File: src/hdl/lchc_pkg.sv
// Package for the LRU cache hit-cost unit: default sizes, cost constants
// and the command and chain structs shared by the top level and its cells.
// No dependencies.
`timescale 1ns / 1ps

package lchc_pkg;

	localparam int LCHC_ENTRIES  = 16;
	localparam int LCHC_KEY_BITS = 64;

	localparam int KEY_W    = 64;
	localparam int SIZE_W   = 5;
	localparam int COST_W   = 32;
	localparam int IN_TDATA_W  = 72;
	localparam int OUT_TDATA_W = 40;

	localparam logic [COST_W-1:0] HIT_COST  = 32'd1;
	localparam logic [COST_W-1:0] MISS_COST = 32'd5;
	localparam logic [COST_W-1:0] COST_MAX  = 32'hFFFF_FFFF;

	// Broadcast to every cell of the row.
	typedef struct packed {
		logic clear;   // empty the cell (start of a new run)
		logic upd;     // apply the lookup outcome this cycle
		logic hit;     // the key was found somewhere in the row
		logic insert;  // a miss that stores the key
		logic evict;   // the oldest entry makes room first
	} cell_cmd_t;

	// Handed from one cell to the next along the row.
	typedef struct packed {
		logic found;   // an earlier cell already matched the key
		logic free;    // an earlier cell already offers a free slot
	} cell_chain_t;

endpackage

File: src/hdl/lchc_cell.sv
// One entry of the fully associative cache: tag, valid flag and recency rank.
// Depends on lchc_pkg for the command and chain structs.
`timescale 1ns / 1ps

module lchc_cell
	import lchc_pkg::*;
#(
	parameter int KEY_BITS = LCHC_KEY_BITS,
	parameter int AGE_W    = 4
) (
	input  logic                clk,
	input  logic                arst_n,
	input  cell_cmd_t           cmd,
	input  logic [KEY_BITS-1:0] key,
	input  logic [AGE_W-1:0]    hit_age,
	input  logic [AGE_W-1:0]    oldest_age,
	input  cell_chain_t         chain_in,
	input  logic [AGE_W-1:0]    age_in,
	output cell_chain_t         chain_out,
	output logic [AGE_W-1:0]    age_out
);

	logic                valid_q;
	logic [KEY_BITS-1:0] tag_q;
	logic [AGE_W-1:0]    age_q;

	logic match;
	logic found_here;
	logic victim;
	logic slot_here;
	logic is_free;

	always_comb begin
		match      = valid_q && (tag_q == key);
		found_here = match && !chain_in.found;
		victim     = cmd.evict && valid_q && (age_q == oldest_age);
		// A cell whose entry is being evicted counts as free for the new key.
		is_free    = !valid_q || victim;
		slot_here  = is_free && !chain_in.free;

		chain_out.found = chain_in.found || match;
		chain_out.free  = chain_in.free || is_free;
		age_out         = found_here ? age_q : age_in;
	end

	always_ff @(posedge clk or negedge arst_n) begin
		if (!arst_n) begin
			valid_q <= 1'b0;
			age_q   <= '0;
		end else if (cmd.clear) begin
			valid_q <= 1'b0;
			age_q   <= '0;
		end else if (cmd.upd) begin
			if (cmd.hit) begin
				if (found_here) begin
					age_q <= '0;
				end else if (valid_q && (age_q < hit_age)) begin
					age_q <= age_q + 1'b1;
				end
			end else if (cmd.insert) begin
				if (slot_here) begin
					valid_q <= 1'b1;
					age_q   <= '0;
				end else if (victim) begin
					valid_q <= 1'b0;
				end else if (valid_q) begin
					age_q <= age_q + 1'b1;
				end
			end
		end
	end

	always_ff @(posedge clk) begin
		if (cmd.upd && !cmd.hit && cmd.insert && slot_here) begin
			tag_q <= key;
		end
	end

endmodule

File: src/hdl/lru_cache_hit_cost_unit.sv
// An accepted word goes to the key register; its result word is then written to the output
// register, which waits while the output is stalled. No new word is taken until that result is
// registered. The tag compare and the found and free-slot chains run combinationally through
// the row of cells. Reset clears all cells, the occupancy count, the cost total, the size
// register (zero) and the output valid flag. Depends on lchc_pkg and lchc_cell.
`timescale 1ns / 1ps

module lru_cache_hit_cost_unit
	import lchc_pkg::*;
#(
	parameter int ENTRIES  = LCHC_ENTRIES,
	parameter int KEY_BITS = LCHC_KEY_BITS
) (
	input  logic                   clk,
	input  logic                   arst_n,
	input  logic                   cfg_we,
	input  logic [SIZE_W-1:0]      cfg_wdata,     // cache_size
	input  logic                   s_axis_tvalid,
	output logic                   s_axis_tready,
	input  logic [IN_TDATA_W-1:0]  s_axis_tdata,  // key[63:0], start_req, zero pad
	output logic                   m_axis_tvalid,
	input  logic                   m_axis_tready,
	output logic [OUT_TDATA_W-1:0] m_axis_tdata   // hit, evicted, total_cost[31:0], pad
);

	localparam int AGE_W = (ENTRIES > 1) ? $clog2(ENTRIES) : 1;
	localparam int CNT_W = $clog2(ENTRIES + 1);

	typedef enum logic [1:0] {
		ST_IDLE = 2'b01,
		ST_WORK = 2'b10
	} state_t;

	state_t              state_q;
	logic [SIZE_W-1:0]   size_q;
	logic [KEY_BITS-1:0] key_q;
	logic [CNT_W-1:0]    count_q;
	logic [COST_W-1:0]   cost_q;
	logic                out_valid_q;
	logic                out_hit_q;
	logic                out_evict_q;
	logic [COST_W-1:0]   out_cost_q;

	logic              accept;
	logic              upd;
	logic              start_in;
	logic [CNT_W-1:0]  limit;
	logic              hit;
	logic              insert;
	logic              evict;
	logic [AGE_W-1:0]  hit_age;
	logic [AGE_W-1:0]  oldest_age;
	logic [COST_W-1:0] add;
	logic [COST_W:0]   cost_sum;
	logic [COST_W-1:0] cost_next;
	cell_cmd_t         cmd;

	cell_chain_t      chain_c [ENTRIES+1];
	logic [AGE_W-1:0] age_c   [ENTRIES+1];

	assign s_axis_tready = (state_q == ST_IDLE);
	assign accept        = s_axis_tvalid && s_axis_tready;
	assign start_in      = s_axis_tdata[KEY_W];
	assign upd           = (state_q == ST_WORK) && (!out_valid_q || m_axis_tready);

	always_comb begin
		if (int'(size_q) > ENTRIES) begin
			limit = CNT_W'(ENTRIES);
		end else begin
			limit = CNT_W'(size_q);
		end
		hit     = chain_c[ENTRIES].found;
		hit_age = age_c[ENTRIES];
		insert  = !hit && (limit != '0);
		evict   = insert && (count_q >= limit);
		// Valid entries hold the distinct ranks 0..count-1, so the oldest is count-1.
		oldest_age = AGE_W'(count_q - 1'b1);

		cmd.clear  = accept && start_in;
		cmd.upd    = upd;
		cmd.hit    = hit;
		cmd.insert = insert;
		cmd.evict  = evict;

		add       = hit ? HIT_COST : MISS_COST;
		cost_sum  = {1'b0, cost_q} + {1'b0, add};
		cost_next = cost_sum[COST_W] ? COST_MAX : cost_sum[COST_W-1:0];
	end

	assign chain_c[0] = '{found: 1'b0, free: 1'b0};
	assign age_c[0]   = '0;

	for (genvar i = 0; i < ENTRIES; i++) begin : g_cell
		lchc_cell #(
			.KEY_BITS (KEY_BITS),
			.AGE_W    (AGE_W)
		) u_cell (
			.clk        (clk),
			.arst_n     (arst_n),
			.cmd        (cmd),
			.key        (key_q),
			.hit_age    (hit_age),
			.oldest_age (oldest_age),
			.chain_in   (chain_c[i]),
			.age_in     (age_c[i]),
			.chain_out  (chain_c[i+1]),
			.age_out    (age_c[i+1])
		);
	end

	always_ff @(posedge clk or negedge arst_n) begin
		if (!arst_n) begin
			state_q     <= ST_IDLE;
			size_q      <= '0;
			count_q     <= '0;
			cost_q      <= '0;
			out_valid_q <= 1'b0;
		end else begin
			if (cfg_we) begin
				size_q <= cfg_wdata;
			end
			if (upd) begin
				out_valid_q <= 1'b1;
			end else if (m_axis_tready) begin
				out_valid_q <= 1'b0;
			end
			case (state_q)
				ST_IDLE: begin
					if (accept) begin
						state_q <= ST_WORK;
						if (start_in) begin
							count_q <= '0;
							cost_q  <= '0;
						end
					end
				end
				ST_WORK: begin
					if (upd) begin
						state_q <= ST_IDLE;
						cost_q  <= cost_next;
						if (insert && !evict) begin
							count_q <= count_q + 1'b1;
						end
					end
				end
				default: begin
					state_q <= ST_IDLE;
				end
			endcase
		end
	end

	always_ff @(posedge clk) begin
		if (accept) begin
			key_q <= s_axis_tdata[KEY_BITS-1:0];
		end
		if (upd) begin
			out_hit_q   <= hit;
			out_evict_q <= evict;
			out_cost_q  <= cost_next;
		end
	end

	assign m_axis_tvalid = out_valid_q;
	assign m_axis_tdata  = {{(OUT_TDATA_W - COST_W - 2){1'b0}}, out_cost_q, out_evict_q,
		out_hit_q};

endmodule

File: config.mk
export PLATFORM = sky130hd
export DESIGN_NAME = lru_cache_hit_cost_unit
export DESIGN_NICKNAME = d
export VERILOG_FILES = /design/src/hdl/lchc_pkg.sv /design/src/hdl/lchc_cell.sv /design/src/hdl/lru_cache_hit_cost_unit.sv
export SDC_FILE = /design/constraint.sdc
export NUM_CORES = 2
export LEC_CHECK = 0
export BUFFER_PORTS_ARGS = -buffer_cell sky130_fd_sc_hd__clkbuf_2
export CELL_PAD_IN_SITES_DETAIL_PLACEMENT = 0
export CELL_PAD_IN_SITES_GLOBAL_PLACEMENT = 1
export CORE_ASPECT_RATIO = 0.7
export CORE_MARGIN = 8
export CORE_UTILIZATION = 55
export CTS_CLUSTER_DIAMETER = 30
export DETAILED_ROUTE_END_ITERATION = 16
export PLACE_DENSITY_LB_ADDON = 0.1
export SYNTH_ARGS = -nofsm -noshare
export SYNTH_HDL_FRONTEND = slang
export SYNTH_HIERARCHICAL = 1
export SYNTH_SLANG_ARGS = --single-unit
File: constraint.sdc
create_clock -name clk -period 57.3 [get_ports clk]
set_input_delay 11.46 -clock clk [delete_from_list [all_inputs] [get_ports clk]]
set_output_delay 11.46 -clock clk [all_outputs]
set_load 0.01 [all_outputs]
## After elaboration in Yosys (flattened, before gate mapping)

Cells that the tools add are included.

- Input bits: 82
- Output and inout bits: 42
- Register bits: 1247

- Order comparisons: 18
- Add/sub/neg operators: 19
- Equality and inequality tests: 71
- Mux-type cells: 273
- Reduce and logical (&&, ||, !) cells: 286

Operator list:

| kind | count |
|---|---|
| 64-bit equality test | 16 |
| 4-bit 2-to-1 mux | 160 |
| 32-bit 2-to-1 mux | 4 |
| 1-bit logical AND | 118 |
| 1-bit 2-to-1 mux | 98 |
| 5-bit AND reduction | 17 |
| 4-bit AND reduction | 17 |
| 4-bit by 1-bit adder with 4-bit output, second input constant | 16 |
| 4-bit equality test | 16 |
| 4-bit less-than comparator | 16 |
| 4-bit by 1-bit != test with 1-bit output, second input constant | 16 |
| 4-bit != test, second input constant | 16 |
| 32-bit one-hot mux with 2 select lines | 1 |
| 4-bit nonzero test | 16 |
| 3-bit nonzero test | 17 |
| 1-bit logical NOT | 49 |
| 1-bit logical OR | 46 |
| 32-bit by 3-bit adder with 33-bit output | 1 |
| 5-bit 2-to-1 mux | 5 |
| 5-bit one-hot mux with 2 select lines | 1 |
| 2-bit by 1-bit != test with 1-bit output, second input constant | 4 |
| 2-bit nonzero test | 4 |
| 5-bit by 1-bit adder with 5-bit output, second input constant | 1 |
| 5-bit greater-or-equal comparator | 1 |
| other kinds (10) | 11 |

## Logic depth before layout (Yosys ltp)

- Depth in word-level cells: 44
- Gate-level depth with buffers: 52

## Modules after synthesis

The synthesis kept the hierarchy.

By module, submodules not included:

| module | seq. area each (sq um) | times used | area an instance (sq um) | cells each |
|---|---|---|---|---|
| lchc_cell (g_cell[1].u_cell ...) | 2047.0 | 9 | 3527.1 | 283 |
| lchc_cell (g_cell[0].u_cell ...) | 2047.0 | 7 | 3314.4 | 229 |
| lru_cache_hit_cost_unit | 4070.2 | 1 | 6174.7 | 480 |

## Worst setup path after synthesis

Ideal clock, no wire load.

- Path type: input-to-reg
- Start: input port m_axis_tready
- End: register g_cell[2].u_cell.tag_q[0] (enable)
- Setup time: 0.564 ns
- Path buffers: 2
- Stages: 7
- Arrival: 18.870 ns
- Slack: 37.866 ns
- Path through: nand2b_1 -> nand2_1 -> inv_1 -> buf_2 -> buf_1 -> nand2_1 -> nor3_1

RTL lines:

| item | RTL line | RTL |
|---|---|---|
| start: declaration | lru_cache_hit_cost_unit.sv:22 | `input logic m_axis_tready,` |
| end signal: assignment | lchc_cell.sv:75 | `tag_q <= key;` |
| end: declaration | lchc_cell.sv:24 | `logic [KEY_BITS-1:0] tag_q;` |

==> run metrics <==
initial antenna violation count=3; Pint=between 0.0015 and 0.002 W; first-pass GRT wire length=about 260000 um; power share of the sequential group=0.408; CTS sink count=around 1200; final total power=approximately 0.0026 W; Die Area=between 100000 and 150000 um2; final slew viol count=0; Mapped Cells=4629; CTS buffer count=a little over 200; Achievable Freq=between 60 and 70 MHz; Slowest-stage cell, CP=nor4_1; Die Span X=414 um; Sw Pwr=0.000660 W; Vias=41200; antenna fix cells=0; worst-path fanout max=64; Setup Buffers After CTS=0; min-delay worst type=register to register; Routability Congestion=between 0.9 and 1; I/O Buffers=110; CP peak stage delay=~860 ps; DR WL met2=70500 um; drt initial violations=4699; setup violators final=0; Final TNS setup=0 ps; final net count=between 5000 and 6000; Final Routed Wirelength=approximately 170000 um; CTS clock-pin slew for the worst setup and hold paths=roughly 50 ps; Switching Share=0.257; Crit Path Class=register to register; pwr/cell area=35.8 nW/um2; CP Data Required Time=between 50000 and 60000 ps; antenna-violating nets left=0; worst hold slack=527 ps; mapped cell area=just over 60000 um2; wl on met1=~81000 um; DP HPWL=about 120000 um; most numerous cell on the critical path=o21bai_1; Rows=102; RSZ-0062 raised after global routing=no; Max IR drop VDD=between 30 and 40 uV; minimum clock period=15380 ps; gr usage total=0.280; Remaining DRCs=0; DR vias/cell=roughly 6.1; final worst path period share=0.268; total I/O pin count=124; CP arrival=between 15000 and 20000 ps; max_cap viols=0; Startpoint Class=register; share of cells above drive strength 1=0.166; die height=roughly 290 um; uppermost routed layer=met4; final hold vios=0; Core ar.=between 100000 and 150000 um2; Initial Utilization=0.554; Rel. slew slack=0.322; hold buffer count at CTS=0; Logic pwr share=0.104; Fillers=roughly 8100; Crit. End Element=register; Pleak=about 25 nW; Layout area overhead=17.5%; Clock Root Buffer=clkbuf_16; status=complete, no violations; wire per inst=about 26 um; Clock Power Share=0.489; Worst Max-Slew Pin Slew=roughly 1000 ps; number of global-route vias before repair=~40000; metal3 WL=around 16000 um; Max clock buf depth=3; post_cts resized=0; GRT overflow=0; H-tree depth=4; Avg Inst Size Synth=roughly 13 um2; clk_skew=around 39 ps; TritonRoute pass-1 iters=8; worst skew pair latency=roughly 800 ps; CTS tree=done; synth warn=6; largest net degree at the start of global routing=about 80
-- routing by layer --
metal / vias to the layer above / global-route usage
li1: 18500 / -
met1: 20500 / 0.436
met2: 1945 / 0.389
met3: 294 / 0.0485
met4: 0 / 0.101
met5: - / 0
-- worst paths after layout --
check | start | endpoint | slack, ps | cells after the start
min | cost_q[2] | cost_q[2] | 530 | 2
min reg2reg | cost_q[2] | cost_q[2] | 530 | 2
max in group asynchronous | arst_n | g_cell[11].u_cell/age_q[1] | 45260 | 2
min in group asynchronous | arst_n | g_cell[3].u_cell/age_q[1] | 10730 | 1
max reg2reg | key_q[34] | g_cell[15].u_cell/tag_q[61] | 41930 | 55
max | key_q[34] | g_cell[15].u_cell/tag_q[61] | 41930 | 55
-- registers in the layout, summed over array words and instances, names as in the netlist, 5 cells and up --
signal,cells
g_cell.u_cell/age_q,64
size_q,5
cost_q,32
g_cell.u_cell/valid_q,16
key_q,64
out_cost_q,32
count_q,5
g_cell.u_cell/tag_q,1024
-- critical path: cells and delay by family, from the launching register on --
kind / cells / cell delay, ps
xor+xnor: 1 / 200
buf+inv: 14 / 2800
flops: 1 / 370
simple gates: 21 / 5790
compound gates: 19 / 5620
-- cell type report --
| type | instances | area, um2 | share of cell area |
|---|---|---|---|
| timing repair buffer | 263 | 1780 | 0.0248 |
| inverter | 250 | 943 | 0.0131 |
| clock inverter | 158 | 1820 | 0.0254 |
| tap | 1456 | 1820 | 0.0254 |
| clock buffer | 224 | 5290 | 0.0736 |
| sequential | 1247 | 36800 | 0.513 |
| multi-input combinational | 3120 | 23300 | 0.325 |
-- cell usage in the layout, fill, tap and decap left out, drive strengths merged, types with 14 or more instances in the layout --
| master | n |
|---|---|
| nand3b | 14 |
| clkinvlp | 32 |
| ha | 73 |
| nor2 | 92 |
| nand4 | 339 |
| bufinv | 26 |
| a21oi | 77 |
| mux2 | 91 |
| a21o | 33 |
| o2111ai | 18 |
| a221o | 14 |
| nor4 | 122 |
| inv | 277 |
| clkbuf | 333 |
| dfrtp | 124 |
| nor3 | 122 |
| buf | 154 |
| edfxtp | 1122 |
| nor2b | 118 |
| a221oi | 16 |
| a31oi | 25 |
| a2111o | 14 |
| a41oi | 21 |
| o21ai | 36 |
| or4 | 37 |
| xor2 | 286 |
| o22ai | 21 |
| xnor2 | 498 |
| conb | 17 |
| o21bai | 25 |
| nand3 | 98 |
| nand2b | 442 |
| a2111oi | 50 |
| and3 | 23 |
| clkinv | 73 |
| a211oi | 19 |
| nand2 | 185 |
-- stage by stage --
step	cell area (um2)	instances	setup WS, ps	util
floorplan	61200	4645	37870	-
global placement	64700	6336	42000	0.586
detailed placement	64700	6336	41970	0.586
CTS	71800	6718	42210	0.651
global route	71800	6718	41290	0.651
finish	71800	6718	41930	0.651
-- power groups by stage --
stage | logic (W) | registers [W] | clock network [W]
after floorplan | 0.000148 | 0.00108 | 0
after global placement | 0.000257 | 0.00106 | 0
after detailed placement | 0.000261 | 0.00106 | 0
after CTS | 0.000263 | 0.00105 | 0.00127
after global routing | 0.000290 | 0.00105 | 0.00131
final | 0.000266 | 0.00105 | 0.00125
Power figures use the tool's default switching activity.
